<file path="config.mk">
export PLATFORM = sky130hd
export DESIGN_NAME = uart_buffered_fifo_engine
export DESIGN_NICKNAME = d
export VERILOG_FILES = /design/src/rtl/core/ufe_pkg.sv /design/src/rtl/core/uart_buffered_fifo_engine.sv /design/src/rtl/core/ufe_ctrl.sv /design/src/rtl/core/ufe_datapath.sv
export SDC_FILE = /design/constraint.sdc
export NUM_CORES = 1
export LEC_CHECK = 0
export ABC_AREA = 1
export BUFFER_PORTS_ARGS = -buffer_cell sky130_fd_sc_hd__buf_2
export CORE_MARGIN = 4
export CORE_UTILIZATION = 40
export CTS_CLUSTER_DIAMETER = 40
export DETAILED_ROUTE_END_ITERATION = 7
export GPL_TIMING_DRIVEN = 0
export PLACE_DENSITY = 0.53
export SLEW_MARGIN = 20
export SYNTH_ARGS = -nofsm -noshare
export SYNTH_HDL_FRONTEND = slang
export SYNTH_SLANG_ARGS = --single-unit
</file>
<file path="constraint.sdc">
create_clock -name i_clk -period 9.7 [get_ports i_clk]
set_clock_uncertainty 0.2 [all_clocks]
set_input_delay 0 -clock i_clk [delete_from_list [all_inputs] [get_ports i_clk]]
set_output_delay 0 -clock i_clk [all_outputs]
set_load 0.01 [all_outputs]
</file>
<file path="src/rtl/core/ufe_pkg.sv">
package ufe_pkg;

    // ring sizes, each ring keeps one slot empty
    localparam int RX_DEPTH = 64;
    localparam int TX_DEPTH = 64;
    localparam int RX_PTR_W = $clog2(RX_DEPTH);
    localparam int TX_PTR_W = $clog2(TX_DEPTH);

    // reported receive count saturates at this value
    localparam int COUNT_W   = 6;
    localparam int COUNT_MAX = 63;

    // commands
    localparam logic [2:0] CMD_LINE_RECEIVE = 3'd0;
    localparam logic [2:0] CMD_LINE_READY   = 3'd1;
    localparam logic [2:0] CMD_HOST_WRITE   = 3'd2;
    localparam logic [2:0] CMD_HOST_READ    = 3'd3;
    localparam logic [2:0] CMD_STATUS       = 3'd4;

    // error flag bit for a dropped receive byte
    localparam int FLAG_OVERFLOW_BIT = 3;

    // input beat
    typedef struct packed {
        logic [2:0] command;
        logic [7:0] data_byte;
        logic [2:0] line_status;
    } t_cmd;

    // result beat
    typedef struct packed {
        logic         line_out_valid;
        logic [7:0]   line_out_byte;
        logic         read_valid;
        logic [7:0]   read_byte;
        logic         write_accepted;
        logic [COUNT_W-1:0] rx_count;
        logic [3:0]   error_flags;
        logic         tx_pending;
    } t_result;

    // controller commands to the datapath
    typedef struct packed {
        logic load;
        logic exec;
    } t_ctrl;

    typedef enum logic {
        S_IDLE,
        S_EXEC
    } t_state;

endpackage

</file>
<file path="src/rtl/core/uart_buffered_fifo_engine.sv">
// Buffered serial-port core: a receive ring and a transmit ring, each of 64 entries holding
// at most 63 bytes. A command beat is taken when i_start is high and o_busy is low; the
// block then stays busy in its execute state while it updates the ring pointers and flags.
// The result beat is registered at the edge after the accept edge and sits on o_result with
// o_done high for exactly one cycle, while o_busy is already low, so a new command can be
// taken at the edge that captures the result. The block cannot take a new command while
// busy; each command passes through the registered read of the ring memories at the
// accept edge and then the execute state. The result cannot be held off: capture it
// whenever o_done is high. No clearing pass is needed after reset.
module uart_buffered_fifo_engine (
    input  logic             i_clk,
    input  logic             i_rst_n,
    input  logic             i_start,
    input  ufe_pkg::t_cmd    i_cmd,
    output logic             o_busy,
    output logic             o_done,
    output ufe_pkg::t_result o_result
);
    import ufe_pkg::*;

    t_ctrl ctrl;

    // sequencing
    ufe_ctrl u_ctrl (
        .i_clk   (i_clk),
        .i_rst_n (i_rst_n),
        .i_start (i_start),
        .o_busy  (o_busy),
        .o_done  (o_done),
        .o_ctrl  (ctrl)
    );

    // rings, pointers and flags
    ufe_datapath u_datapath (
        .i_clk    (i_clk),
        .i_rst_n  (i_rst_n),
        .i_ctrl   (ctrl),
        .i_cmd    (i_cmd),
        .o_result (o_result)
    );

    // an accepted beat always leads to busy, then to the result strobe
    a_accept_busy: assert property (@(posedge i_clk) disable iff (!i_rst_n)
        (i_start && !o_busy) |=> o_busy)
        else $error("accepted beat did not make the block busy");

    a_busy_done: assert property (@(posedge i_clk) disable iff (!i_rst_n)
        o_busy |=> o_done)
        else $error("busy cycle not followed by result strobe");

    // result strobe comes only from an accepted beat and is never doubled
    a_done_single: assert property (@(posedge i_clk) disable iff (!i_rst_n)
        o_done |=> !o_done)
        else $error("result strobe held for more than one cycle");

    a_done_idle: assert property (@(posedge i_clk) disable iff (!i_rst_n)
        o_done |-> !o_busy)
        else $error("result strobe while still busy");

endmodule

</file>
<file path="src/rtl/core/ufe_ctrl.sv">
module ufe_ctrl (
    input  logic           i_clk,
    input  logic           i_rst_n,
    input  logic           i_start,
    output logic           o_busy,
    output logic           o_done,
    output ufe_pkg::t_ctrl o_ctrl
);
    import ufe_pkg::*;

    t_state r_state;
    t_state n_state;
    logic   r_done;

    // state register and result strobe
    always_ff @(posedge i_clk) begin
        if (!i_rst_n) begin
            r_state <= S_IDLE;
            r_done  <= 1'b0;
        end else begin
            r_state <= n_state;
            r_done  <= o_ctrl.exec;
        end
    end

    // next state
    always_comb begin
        n_state = r_state;
        case (r_state)
            S_IDLE: begin
                if (i_start) n_state = S_EXEC;
            end
            S_EXEC: begin
                n_state = S_IDLE;
            end
            default: begin
                n_state = S_IDLE;
            end
        endcase
    end

    // outputs
    always_comb begin
        o_ctrl.load = 1'b0;
        o_ctrl.exec = 1'b0;
        o_busy      = 1'b0;
        case (r_state)
            S_IDLE: begin
                o_ctrl.load = i_start;
            end
            S_EXEC: begin
                o_ctrl.exec = 1'b1;
                o_busy      = 1'b1;
            end
            default: begin
                o_busy = 1'b0;
            end
        endcase
    end

    assign o_done = r_done;

endmodule

</file>
<file path="src/rtl/core/ufe_datapath.sv">
module ufe_datapath (
    input  logic             i_clk,
    input  logic             i_rst_n,
    input  ufe_pkg::t_ctrl   i_ctrl,
    input  ufe_pkg::t_cmd    i_cmd,
    output ufe_pkg::t_result o_result
);
    import ufe_pkg::*;

    logic [7:0] rx_mem [RX_DEPTH];
    logic [7:0] tx_mem [TX_DEPTH];

    t_cmd       r_cmd;
    logic [7:0] r_rx_rdata;
    logic [7:0] r_tx_rdata;
    t_result    r_result;
    t_result    n_result;

    logic [RX_PTR_W-1:0] r_rx_wr_ptr, n_rx_wr_ptr;
    logic [RX_PTR_W-1:0] r_rx_rd_ptr, n_rx_rd_ptr;
    logic [TX_PTR_W-1:0] r_tx_wr_ptr, n_tx_wr_ptr;
    logic [TX_PTR_W-1:0] r_tx_rd_ptr, n_tx_rd_ptr;
    logic [3:0]          r_errors, n_errors;

    logic [RX_PTR_W-1:0] rx_wr_adv;
    logic [RX_PTR_W-1:0] rx_rd_adv;
    logic [TX_PTR_W-1:0] tx_wr_adv;
    logic [TX_PTR_W-1:0] tx_rd_adv;
    logic                rx_full;
    logic                rx_empty;
    logic                tx_full;
    logic                tx_empty;
    logic                rx_push;
    logic                tx_push;
    logic [RX_PTR_W:0]   rx_fill;
    logic [RX_PTR_W+COUNT_W:0] rx_fill_x;

    // pointer wrap
    assign rx_wr_adv = (r_rx_wr_ptr == RX_PTR_W'(RX_DEPTH - 1)) ? '0 : r_rx_wr_ptr + 1'b1;
    assign rx_rd_adv = (r_rx_rd_ptr == RX_PTR_W'(RX_DEPTH - 1)) ? '0 : r_rx_rd_ptr + 1'b1;
    assign tx_wr_adv = (r_tx_wr_ptr == TX_PTR_W'(TX_DEPTH - 1)) ? '0 : r_tx_wr_ptr + 1'b1;
    assign tx_rd_adv = (r_tx_rd_ptr == TX_PTR_W'(TX_DEPTH - 1)) ? '0 : r_tx_rd_ptr + 1'b1;

    assign rx_full  = (rx_wr_adv == r_rx_rd_ptr);
    assign rx_empty = (r_rx_rd_ptr == r_rx_wr_ptr);
    assign tx_full  = (tx_wr_adv == r_tx_rd_ptr);
    assign tx_empty = (r_tx_rd_ptr == r_tx_wr_ptr);

    assign rx_push = i_ctrl.exec && (r_cmd.command == CMD_LINE_RECEIVE) && !rx_full;
    assign tx_push = i_ctrl.exec && (r_cmd.command == CMD_HOST_WRITE) && !tx_full;

    // command latch and ring reads at the accept edge
    always_ff @(posedge i_clk) begin
        if (i_ctrl.load) begin
            r_cmd      <= i_cmd;
            r_rx_rdata <= rx_mem[r_rx_rd_ptr];
            r_tx_rdata <= tx_mem[r_tx_rd_ptr];
        end
    end

    // ring writes
    always_ff @(posedge i_clk) begin
        if (rx_push) rx_mem[r_rx_wr_ptr] <= r_cmd.data_byte;
        if (tx_push) tx_mem[r_tx_wr_ptr] <= r_cmd.data_byte;
    end

    // command execution
    always_comb begin
        n_rx_wr_ptr = r_rx_wr_ptr;
        n_rx_rd_ptr = r_rx_rd_ptr;
        n_tx_wr_ptr = r_tx_wr_ptr;
        n_tx_rd_ptr = r_tx_rd_ptr;
        n_errors    = r_errors;
        n_result    = '0;
        case (r_cmd.command)
            CMD_LINE_RECEIVE: begin
                n_errors = {rx_full, r_cmd.line_status};
                if (!rx_full) n_rx_wr_ptr = rx_wr_adv;
            end
            CMD_LINE_READY: begin
                if (!tx_empty) begin
                    n_result.line_out_valid = 1'b1;
                    n_result.line_out_byte  = r_tx_rdata;
                    n_tx_rd_ptr             = tx_rd_adv;
                end
            end
            CMD_HOST_WRITE: begin
                if (!tx_full) begin
                    n_result.write_accepted = 1'b1;
                    n_tx_wr_ptr             = tx_wr_adv;
                end
            end
            CMD_HOST_READ: begin
                if (!rx_empty) begin
                    n_result.read_valid = 1'b1;
                    n_result.read_byte  = r_rx_rdata;
                    n_rx_rd_ptr         = rx_rd_adv;
                end
            end
            default: begin
                n_errors = r_errors;
            end
        endcase
        n_result.error_flags = n_errors;
        if (r_cmd.command == CMD_STATUS) n_errors = '0;
        n_result.tx_pending = (n_tx_rd_ptr != n_tx_wr_ptr);
        n_result.rx_count   = (rx_fill_x > (RX_PTR_W + COUNT_W + 1)'(COUNT_MAX))
                            ? COUNT_W'(COUNT_MAX) : rx_fill_x[COUNT_W-1:0];
    end

    // receive fill after the step
    always_comb begin
        if (n_rx_wr_ptr >= n_rx_rd_ptr) begin
            rx_fill = {1'b0, n_rx_wr_ptr} - {1'b0, n_rx_rd_ptr};
        end else begin
            rx_fill = (RX_PTR_W + 1)'(RX_DEPTH) - {1'b0, n_rx_rd_ptr} + {1'b0, n_rx_wr_ptr};
        end
        rx_fill_x = {{COUNT_W{1'b0}}, rx_fill};
    end

    // ring pointers and error flags
    always_ff @(posedge i_clk) begin
        if (!i_rst_n) begin
            r_rx_wr_ptr <= '0;
            r_rx_rd_ptr <= '0;
            r_tx_wr_ptr <= '0;
            r_tx_rd_ptr <= '0;
            r_errors    <= '0;
        end else if (i_ctrl.exec) begin
            r_rx_wr_ptr <= n_rx_wr_ptr;
            r_rx_rd_ptr <= n_rx_rd_ptr;
            r_tx_wr_ptr <= n_tx_wr_ptr;
            r_tx_rd_ptr <= n_tx_rd_ptr;
            r_errors    <= n_errors;
        end
    end

    // result register
    always_ff @(posedge i_clk) begin
        if (i_ctrl.exec) r_result <= n_result;
    end

    assign o_result = r_result;

endmodule
</file>
After elaboration in Yosys (flattened, before gate mapping)
Memories as Yosys holds them, arrays and structs flattened. A register that Yosys moved wholly into a read port is not among the register bits. Cells that the tools add are included.

Memories: 2. RAM bits: 1024. Input port bits: 17. Word-level logic and storage cells: 80. Register bits: 74.

Memory list: u_datapath.rx_mem (words 64, bits a word 8, rd ports 1, clocked after Yosys merged registers in 1, write ports 1, line ufe_datapath.sv:10) `logic [7:0] rx_mem [RX_DEPTH];`; u_datapath.tx_mem (words 64, bits a word 8, rd ports 1, clocked after Yosys merged registers in 1, write ports 1, line ufe_datapath.sv:11) `logic [7:0] tx_mem [TX_DEPTH];`.

Equality and inequality tests: 13. Bitwise operators: 3. Muxes and demuxes: 26. Reductions and logical operators: 9. Add/sub/neg operators: 7. Magnitude comparators: 2.

Operators by type and width (count): $mux 6 (12); $add 6x1->6 const B (4); $eq 6x6->1 (4); $eq 6x6->1 const B (4); $mux 9 (2); $mux 1 (8); $mux 4 (2); $add 7x6->7 (1); $gt 7x6->1 const B (1); $mux 7 (1); $sub 6x6->7 (1); $sub 7x6->7 const A (1); $eq 3x2->1 const B (2); $ge 6x6->1 (1); $ne 6x6->1 (1); $logic_and 1x1->1 (4); $reduce_or 2->1 (2); $eq 3x1->1 const B (1); $eq 3x3->1 const B (1); $logic_not 3->1 (1); $not 1->1 (3); $logic_not 1->1 (2); $pmux 1 s2 (1).

Longest topological paths before layout
Gate-level depths: netlist (run 1).

Word-level depth: 8. Depth in mapped cells: 24.

Cells and area by module
From an unflattened synthesis (run 1), not the netlist that was laid out.

Cell total of the unflattened synthesis: 3574. Area, all modules: 44830.5 sq um.

By module, submodules not included: ufe_datapath (cells each 3563, instances 1, area an instance 44744.2 sq um, seq. area each 33111.8 sq um); ufe_ctrl (cells each 11, instances 1, area an instance 86.3 sq um, seq. area each 40.0 sq um).

Worst setup path after synthesis (run 1)
OpenSTA, ideal clock, no wires.

Path type: flip-flop to flip-flop. Start point: reg u_ctrl.r_state. End point: mem u_datapath.rx_mem[48][0] (enable). Data required time: 9.105 ns. Clock period less this slack: 3.276 ns. Data arrival time: 2.682 ns. Cell stages (with the launch flop): 5. Setup slack: 6.424 ns. Path through: dfxtp_1 inv_1 nor2_1 nand4_1 nor4_1.

Word-level cells in the longest chain between the ends: 5.

Ends and longest elaborated chain: start, declared (line ufe_ctrl.sv:11) `t_state r_state;`; start signal, assigned (line ufe_ctrl.sv:21) `r_state <= n_state;`; $mux 1 (line ufe_ctrl.sv:47) `case (r_state)`; $logic_and 1x1->1 (2 in a row) (line ufe_datapath.sv:49) `assign rx_push = i_ctrl.exec && (r_cmd.command == CMD_LINE_RECEIVE) && !rx_full;`; $mux 1 (line ufe_datapath.sv:63) `if (rx_push) rx_mem[r_rx_wr_ptr] <= r_cmd.data_byte;`; $mux 1 (implied by the code) (line ufe_datapath.sv:63); end, declared (line ufe_datapath.sv:10).

Every way passes these cells.

Worst setup path in the final report (run 1)
Start point: reg u_datapath.r_tx_wr_ptr[3]. End point: mem u_datapath.tx_mem[43][5] (enable).

Word-level cells in the longest chain between the ends: 7. Elaborated cells on any way between the ends: 8. Those cells by class: add/sub: 1; eq/ne: 2; mux: 3; reduce/logical: 2.

Ends and longest elaborated chain: start, declared (line ufe_datapath.sv:21) `logic [TX_PTR_W-1:0] r_tx_wr_ptr, n_tx_wr_ptr;`; start signal, assigned (line ufe_datapath.sv:132) `r_tx_wr_ptr <= n_tx_wr_ptr;`; $add 6x1->6 or $eq 6x6->1 (tied branches) (line ufe_datapath.sv:41) `assign tx_wr_adv = (r_tx_wr_ptr == TX_PTR_W'(TX_DEPTH - 1)) ? '0 : r_tx_wr_ptr + 1'b1;`; $mux 6 (line ufe_datapath.sv:41); $eq 6x6->1 (line ufe_datapath.sv:46) `assign tx_full = (tx_wr_adv == r_tx_rd_ptr);`; $logic_not 1->1 (line ufe_datapath.sv:50) `assign tx_push = i_ctrl.exec && (r_cmd.command == CMD_HOST_WRITE) && !tx_full;`; $logic_and 1x1->1 (line ufe_datapath.sv:50); $mux 1 (line ufe_datapath.sv:64) `if (tx_push) tx_mem[r_tx_wr_ptr] <= r_cmd.data_byte;`; $mux 1 (implied by the code) (line ufe_datapath.sv:64); end, declared (line ufe_datapath.sv:11).

Parallel ways exist; a longest one is shown, timed or not.

==> impl_summary.md, run 1 <==
Worst hold path
The kind of path behind the tightest hold check is input pin to flop. The worst hold path passes through 6 cells. The startpoint identified for the worst hold timing path is i_rst_n. The hold path endpoint is u_datapath.r_tx_rd_ptr[2].

Worst setup path
Among cell families on the critical path, the largest total delay comes from simple AND/OR/NAND/NOR gates. The end of the worst register-to-register path is u_datapath.tx_mem[43][5]. The register-to-register setup slack is between 5 and 6 ns. The critical path capture point type is a flop. Walking the worst path, the cells encountered are buf_4, inv_2, nor2_1, nand2_1, nand2_1, xor2_1, nor3_1, nand3_1, nand2_2, nor2_4, nand4_1, nor2_1. At the worst endpoint, the required time is 9.85 ns. The total number of cells along the worst setup path is 12.

In this run the worst path has a maximum fanout of 8. For the worst setup path, the data arrival time is 4.73 ns. The launching point of the worst reg2reg path is u_datapath.r_tx_wr_ptr[3].

On the critical path, the stage with the largest delay is an instance of nor2_1. The critical path class is flop to flop. Measured in cells, the most critical reg-to-reg path has a length of 12. The delay of the slowest cell on the worst path is 1.20 ns. The number of buffer and inverter instances along the worst setup path is 2. STA classifies the critical path startpoint as a flop.

Timing
The top achievable clock speed is 0.219 GHz. The part of the cycle the worst path needs is 47.2%. The shortest period the worst path allows is about 4.6 ns. The post-route worst hold slack is roughly 0.22 ns. The worst slew margin relative to its limit is 14.3%.

The final number of setup-violating endpoints is 0. For the pin with the worst max-slew slack, the measured transition is 1.25 ns. Setup repair after global routing left no endpoint under its margin. The final count of pins violating max slew is 0. The number of endpoints with negative hold slack in the final report is 0. The total negative setup slack is 0 ns.

Routing
After the first detailed-routing iteration, the DRC count stood at 3702. Dividing the detail-routed wire length by the instance count gives 30.0 µm. The routed layout has 31700 vias. Summed over all layers, the routed wires come to 164000 µm. For this run, the detailed router's first-pass iteration total came to 8. After detailed routing, the number of remaining DRC violations is 0. The via density per instance is 5.81. Once detail routing completed, the nets flagged for antenna violations numbered 0.

Die
The floorplan die area is between 100000 and 150000 µm². The number of rows in the core area is ~120. The starting density of the core is 40.5%.

The number of top-level design ports is 49. The floorplan step defined a core boundary enclosing 111000 µm². Measured along the y axis, the die boundary spans 343 µm.

The die is roughly 340 µm wide.

CTS
The total of cells resized after clock tree synthesis is 0. The clock passes through at most 3 buffers. The number of buffers inserted for hold repair after clock tree synthesis is 32.

In this run, CTS created clock tree buffers numbering 142. Clock-pin slew was measured on the worst setup and hold paths at 0.06 ns. Once the clock tree was built, the setup fixing pass inserted 0 buffers.

TritonCTS built the clock tree. The clock net in this run drives a total of 1114 sinks. The cell sitting at the root of the clock tree is a clkbuf_16. The H-tree depth is 4.

The clock insertion delay at the later pin of the skew report is approximately 0.74 ns.

Global routing
Global routing finished with a remaining overflow of 0. The wire length of the first global-routing pass is 227000 µm. The number of global-route vias before repair is 30500. The initial antenna violation count came to 3. Entering global routing, the biggest net connects 35 pins.

For this run, the total global-route usage over all layers was measured as 27.4%.

Power
Dividing total power by cell area gives a power density of ~210 nW/µm². The largest vdd supply drop is roughly 0.15 mV. The leakage component of the power is 0.0175 µW.

Logic synthesis
The number of distinct library cells after synthesis is 46. The async set-or-reset flop fraction in the synthesized netlist is 0%. The area of the mapped netlist is around 45000 µm². Synthesis produced a netlist whose cell count is 3562. The average cell area after synthesis is 12.6 µm². Yosys printed 0 warnings. The number of flops mapped to enable cells by yosys is 1084. The flip-flop and latch count after synthesis is 1114.

The share of synthesized area occupied by flip-flops and latches is 73.7%. The synthesized netlist net count is 3588. The dominant synthesized flop cell is edfxtp_1.

Placement
The number of buffers inserted by port buffering is 48. Routability-driven placement finished with a final weighted congestion of ~1.1. The HPWL after detailed placement is 114000 µm.

Layout
The net total in the final layout is just under 4000. The post-synthesis to final-layout area growth is 18.5%. At the end of the flow the core is filled with cells to between 40% and 50%. The proportion of layout cells with a drive suffix above 1 is approximately 11%.

Run
The tool flagged a number of max-cap violations equal to 0.

Run status
The flow ran to the end, and the final reports show no timing, DRC or antenna violations.
routing by layer:
metal | routed length, µm | global-route usage, % | vias up | part of all wire, %
met1 | 62600 | 34.1 | 15700 | 38
met2 | 76300 | 44.2 | 1688 | 47
li1 | - | - | 13900 | -
met3 | 13200 | 5.24 | 455 | 8.0
met5 | 13 | 0 | - | 0.0079
met4 | 11800 | 17.6 | 2 | 7.2
where the power goes:
group | switching, µW | internal, µW | total (µW)
clock | 2090 | 3110 | 5200
sequential | 18.0 | 5320 | 5330
combinational | 663 | 228 | 891
total | 2770 | 8650 | 11400
layout by cell type, fill, tap and decap left out, drive strengths merged, types with 3 or more instances in the layout:
cell type	instances
o32ai	7
buf	155
nor3	6
inv	97
o221ai	57
dfxtp	30
clkbuf	371
a211oi	10
nand3	92
dlygate4sd3	32
a32o	3
o221a	4
nor2	750
xnor2	7
a31oi	3
xor2	24
nand4	37
nor4	8
o22ai	215
a21oi	46
o31ai	5
edfxtp	1084
ha	8
clkinvlp	11
bufinv	12
a2111oi	6
o21ai	600
o211ai	18
nand2	210
clkinv	56
flip-flops by register name, indices dropped and copies added (netlist names):
| register | count |
|---|---|
| u_datapath.r_rx_rd_ptr | 6 |
| u_datapath.r_errors | 4 |
| u_datapath.r_tx_rdata | 8 |
| u_datapath.r_cmd | 14 |
| u_datapath.rx_mem | 512 |
| u_datapath.r_rx_wr_ptr | 6 |
| u_datapath.r_tx_rd_ptr | 6 |
| u_datapath.o_result | 30 |
| u_ctrl.o_done | 1 |
| u_datapath.r_rx_rdata | 8 |
| u_datapath.r_tx_wr_ptr | 6 |
| u_datapath.tx_mem | 512 |
| u_ctrl.r_state | 1 |
cell type report:
class                   instances  area (µm²)
flip-flops and latches       1114       33200
repair buffers                153        1750
multi-input cells            2119       10600
diodes                          2        5.00
plain buffers                 239         963
fillers                     10100       57800
well taps                    1488        1860
clock buffers                 166        3750
inverters                      90         338
clock inverters                86         885
worst max-delay path by stage:
stage,start,to
6_report,u_datapath.r_tx_wr_ptr[3],u_datapath.tx_mem[43][5]
5_1_grt,u_datapath.r_tx_wr_ptr[3],u_datapath.tx_mem[14][6]
4_1_cts,u_datapath.r_tx_wr_ptr[3],u_datapath.tx_mem[46][0]
3_5_place_dp,u_datapath.r_tx_wr_ptr[3],u_datapath.tx_mem[46][6]
3_3_place_gp,u_ctrl.r_state,u_datapath.rx_mem[52][1]
2_1_floorplan,u_ctrl.r_state,u_datapath.rx_mem[48][0]
worst min-delay path, stage by stage:
cell	delay (ns)
dlygate4sd3_1	0.53
buf_2	0.17
inv_1	0.24
a21oi_1	0.06
o21ai_0	0.08
inv_1	0.04
kinds of logic (layout without fill, tap and decap cells):
family	after synthesis	count (layout)	share of synthesized area, %
other	0	2	0
buffers and inverters	329	734	2.89
DFF	1114	1114	73.7
and+or+nand+nor	1104	1104	10.2
AOI/OAI and AO/OA	975	975	12.4
xor gates and xnor gates	31	31	0.604
adders and majority gates	9	9	0.267
through the flow:
stage                     power (µW)  cells  setup WS (ns)  cell area (µm²)
after floorplan                 5850   3562           6.42            45000
after global placement          6260   5098           3.18            47100
after detailed placement        6290   5171           5.31            48300
after CTS                      11400   5455           5.30            53300
after global routing           11700   5455           5.13            53300
final                          11400   5457           5.13            53300
cells in the mapped netlist (6+ instances only):
library cell | count | area [µm²]
o22ai_1 | 215 | 1350
o21ai_0 | 588 | 2940
o221ai_1 | 57 | 499
xnor2_1 | 7 | 61.3
clkbuf_1 | 205 | 769
nand2_1 | 196 | 736
o21ai_1 | 10 | 50.1
a21oi_1 | 44 | 220
o211ai_1 | 18 | 135
o32ai_1 | 7 | 61.3
a2111oi_0 | 6 | 52.6
nand4_1 | 34 | 213
ha_1 | 8 | 100
a211oi_1 | 10 | 75.1
buf_1 | 10 | 37.5
edfxtp_1 | 1084 | 32600
nand3_1 | 81 | 405
dfxtp_1 | 30 | 601
inv_1 | 77 | 289
nand3_2 | 10 | 100
inv_2 | 8 | 30.0
buf_2 | 17 | 85.1
nor2_2 | 6 | 37.5
nand2_2 | 12 | 75.1
nor4_1 | 8 | 50.1
nor2_1 | 743 | 2790
xor2_1 | 24 | 210
Note: power is estimated with default switching activity, not from simulation.
==> run 2, diff against run 1 <==
Clock period 9.7 ns to 4.5 ns, I/O delays scaled along.
==> run 2 against run 1 <==
The flow now finishes with violations (setup timing); first-iteration DRC count up 2.4%; final area is essentially flat; register-to-register slack worse by 5.1 ns; worst setup slack worse by 5.1 ns; highest routed layer unchanged; count of clock-buffer cells in the layout unchanged; flip-flop and latch count is the same; hold slack worse by 0.0041 ns; die area unchanged.
==> impl_summary.md, run 2 (synthesis results as in run 1) <==
Power
The proportion of power drawn by combinational gates is 7.8% (about the same). The largest vdd supply drop came to 0.322 mV (+120%). The sequential power share was 46.7% (about the same). The leakage component of the power is 0.0175 µW (about the same). The share of power burned in the clock network is 45.5% (about the same). The power density normalized to cell area was 462 nW/µm² (+120%). The switching power summed over all nets is 5970 µW (+120%). The internal power summed over all cells is 18600 µW (+120%). The total power draw is 24600 µW (+120%).

The switching share of power came to 24.3% (about the same).

Routing
The routed length per instance came to 30.0 µm (-0.21%). The remaining number of nets flagged by the antenna check after routing is 0 (unchanged). The number of iterations in the first detailed-routing pass is 6 (-2). The count of routing violations after the opening detailed-route iteration is 3789 (+2.4%). The via density per instance came to 5.80 (-0.20%).

The count of unresolved DRC violations after routing came to 0 (unchanged). The via total after detailed routing came to 31700 (-0.20%). The final routed wirelength across all metal layers is 164000 µm (-0.21%).

Timing
The part of the cycle the worst path needs is 100% (+53 points). The number of endpoints with negative hold slack in the final report is 0 (unchanged). The transition time at the pin with the least slew margin is 1.15 ns (-0.105 ns). The total negative setup slack came to -0.0333 ns (-0.0333 ns). Setup repair after global routing could not meet its margin everywhere. The worst slew margin relative to its limit is 21.5% (+7.2 points). The top achievable clock speed is 0.222 GHz (+1.5%). The final count of pins violating max slew was 0 (unchanged). The slack of the critical path was -0.00696 ns (-5.13 ns). The final number of setup-violating endpoints is 6 (+6). The shortest period the worst path allows is 4.51 ns (-0.0670 ns).

Layout
Leaving out fill and tap cells, the most frequent cells in the layout are edfxtp_1, nor2_1, o21ai_0, clkbuf_1, o22ai_1. The net total in the final layout came to 3885 (unchanged). The proportion of layout cells with a drive suffix above 1 was 11.2% (+0.13 points).

The post-synthesis to final-layout area growth is 18.6% (about the same). The filler cell count in the final layout came to 10100 (-0.0099%). The most common library cell in the layout ignoring fill and taps is edfxtp_1. The final core area utilization is 48.0% (about the same). The summed area of non-filler cells in the final layout came to 53300 µm² (about the same).

Global routing
The number of global-route vias before repair was 30500 (unchanged). The sum of overflow across all layers after global routing is 0 (unchanged). The initial antenna violation count is 3 (unchanged). The largest net degree at the start of global routing was 35 (unchanged). The global-route usage over all layers is 27.4% (unchanged). The wire length of the first global-routing pass is 227000 µm (unchanged).

Worst setup path
The highest fanout seen on the critical path is 8 (unchanged). The required arrival time at the worst endpoint is 4.64 ns (-5.21 ns). The number of cell instances on the worst register-to-register path is 12 (unchanged). Walking the worst path, the cells encountered are buf_4, inv_2, nor2_1, nand2_1, nand2_1, xor2_1, nor3_1, nand3_1, nand2_2, nor2_4, nand4_1, nor2_1.

The delay of the slowest cell on the worst path is 1.14 ns (-0.06 ns). The data arrival at the endpoint of the critical path is 4.65 ns (-0.08 ns). In this run the critical register-to-register path is launched from u_datapath.r_tx_wr_ptr[3].

The critical path capture point type is a flop. The register-to-register setup slack was -0.007 ns (-5.13 ns). The critical path class is flop to flop.

The worst setup path is launched from a flop. The highest-delay cell along the critical path is nor2_1. The end of the worst register-to-register path is u_datapath.tx_mem[26][1].

Die
The floorplan die height is 343 µm (unchanged). The starting density of the core was 40.5% (unchanged). The number of rows in the core area is 122 (unchanged). The die outline width is 343 µm (unchanged). The floorplan die area is 118000 µm² (unchanged). The core footprint was 111000 µm² (unchanged). The number of top-level design ports is 49 (unchanged).

CTS
The H-tree depth came to 4 (unchanged). TritonCTS built the clock tree. The clock edge transition at the registers on the reported setup and hold paths is 0.06 ns (about the same). The buffer depth of the longest clock path is 3 (unchanged). The clock insertion delay at the later pin of the skew report is 0.74 ns (about the same). The count of clock tree sinks is 1114 (unchanged). The number of clock buffers inserted by TritonCTS is 142 (unchanged). The clock root buffer is clkbuf_16.

The post-CTS setup-driven buffer insertion count is 0 (unchanged).

Run status
The flow ran to the end, but the final reports show violations. The checks that failed: setup timing.

Worst hold path
The worst hold path terminates at u_datapath.r_tx_rd_ptr[2]. The tightest min-delay check is of the input pin to flop type. The cell depth of the worst hold path was 6 (unchanged).

The startpoint of the most critical hold path is i_rst_n.

Placement
The last weighted congestion value of the routability-driven placer is 1.05 (unchanged). The HPWL after detailed placement is 114000 µm (unchanged). The minimum setup slack after placement is 0.115 ns (-5.20 ns). The number of buffers inserted by port buffering is 48 (unchanged). The placement-stage cell area is 48300 µm² (unchanged).

Run
The number of max-cap violations is 0 (unchanged).
## run 2: how the worst max path moves through the flow
stage,startpoint,end,slack (ns),cells past startpoint
floorplan,u_ctrl.r_state,u_datapath.rx_mem[48][0],1.22,4
detailed placement,u_datapath.r_tx_wr_ptr[3],u_datapath.tx_mem[46][6],0.11,12
finish,u_datapath.r_tx_wr_ptr[3],u_datapath.tx_mem[26][1],-0.007,12
CTS,u_datapath.r_tx_wr_ptr[3],u_datapath.tx_mem[46][0],0.1,12
global route,u_datapath.r_tx_wr_ptr[3],u_datapath.tx_mem[14][6],-0.07,12
global placement,u_ctrl.r_state,u_datapath.rx_mem[52][1],-2.02,4
## run 2: final cells by class
class                           count  area, µm²  area share [%]
Clock inverter                     86        885            1.66
Antenna cell                        2       5.00         0.00939
Sequential cell                  1114      33200            62.2
Inverter                           90        338           0.634
Buffer                            239        963            1.81
Timing Repair Buffer              153       1750            3.28
Clock buffer                      166       3750            7.03
Tap cell                         1488       1860            3.49
Multi-Input combinational cell   2119      10600            19.9
## run 2: metal layers
layer  wire, µm  part of all wire, %  track usage, %  up-vias
li1           -                    -               -    13900
met1      62700                   38            34.1    15700
met2      76200                   47            44.2     1693
met3      12900                  7.9            5.24      454
met4      11800                  7.2            17.6        2
met5         13               0.0079               0        -
## run 2: power groups by stage
stage	sequential (µW)	combinational [µW]	clock (µW)
after global routing	11500	2000	11800
after detailed placement	11700	1850	0
after floorplan	11800	810	0
after CTS	11500	1880	11300
after global placement	11900	1550	0
final	11500	1920	11200
## run 2: repair_timing
item,4_1_cts,5_1_grt
hold buffers,32,0
setup endpoints to repair,0,48
hold endpoints to repair,65,0
resized for setup,0,5
## run 2: critical path: cells and delay by family (launching register included)
family        cells  cell delay [ns]
xor+xnor          1             0.17
buf+inv           2             0.25
flops             1             0.31
simple gates      9             3.16
## run 2: metrics by stage
stage / hold WS [ns] / std cells
after floorplan: -0.101 / 3562
after CTS: 0.172 / 5455
final: 0.212 / 5457
after detailed placement: -0.0219 / 5171
after global placement: -0.0235 / 5098
after global routing: 0.267 / 5455
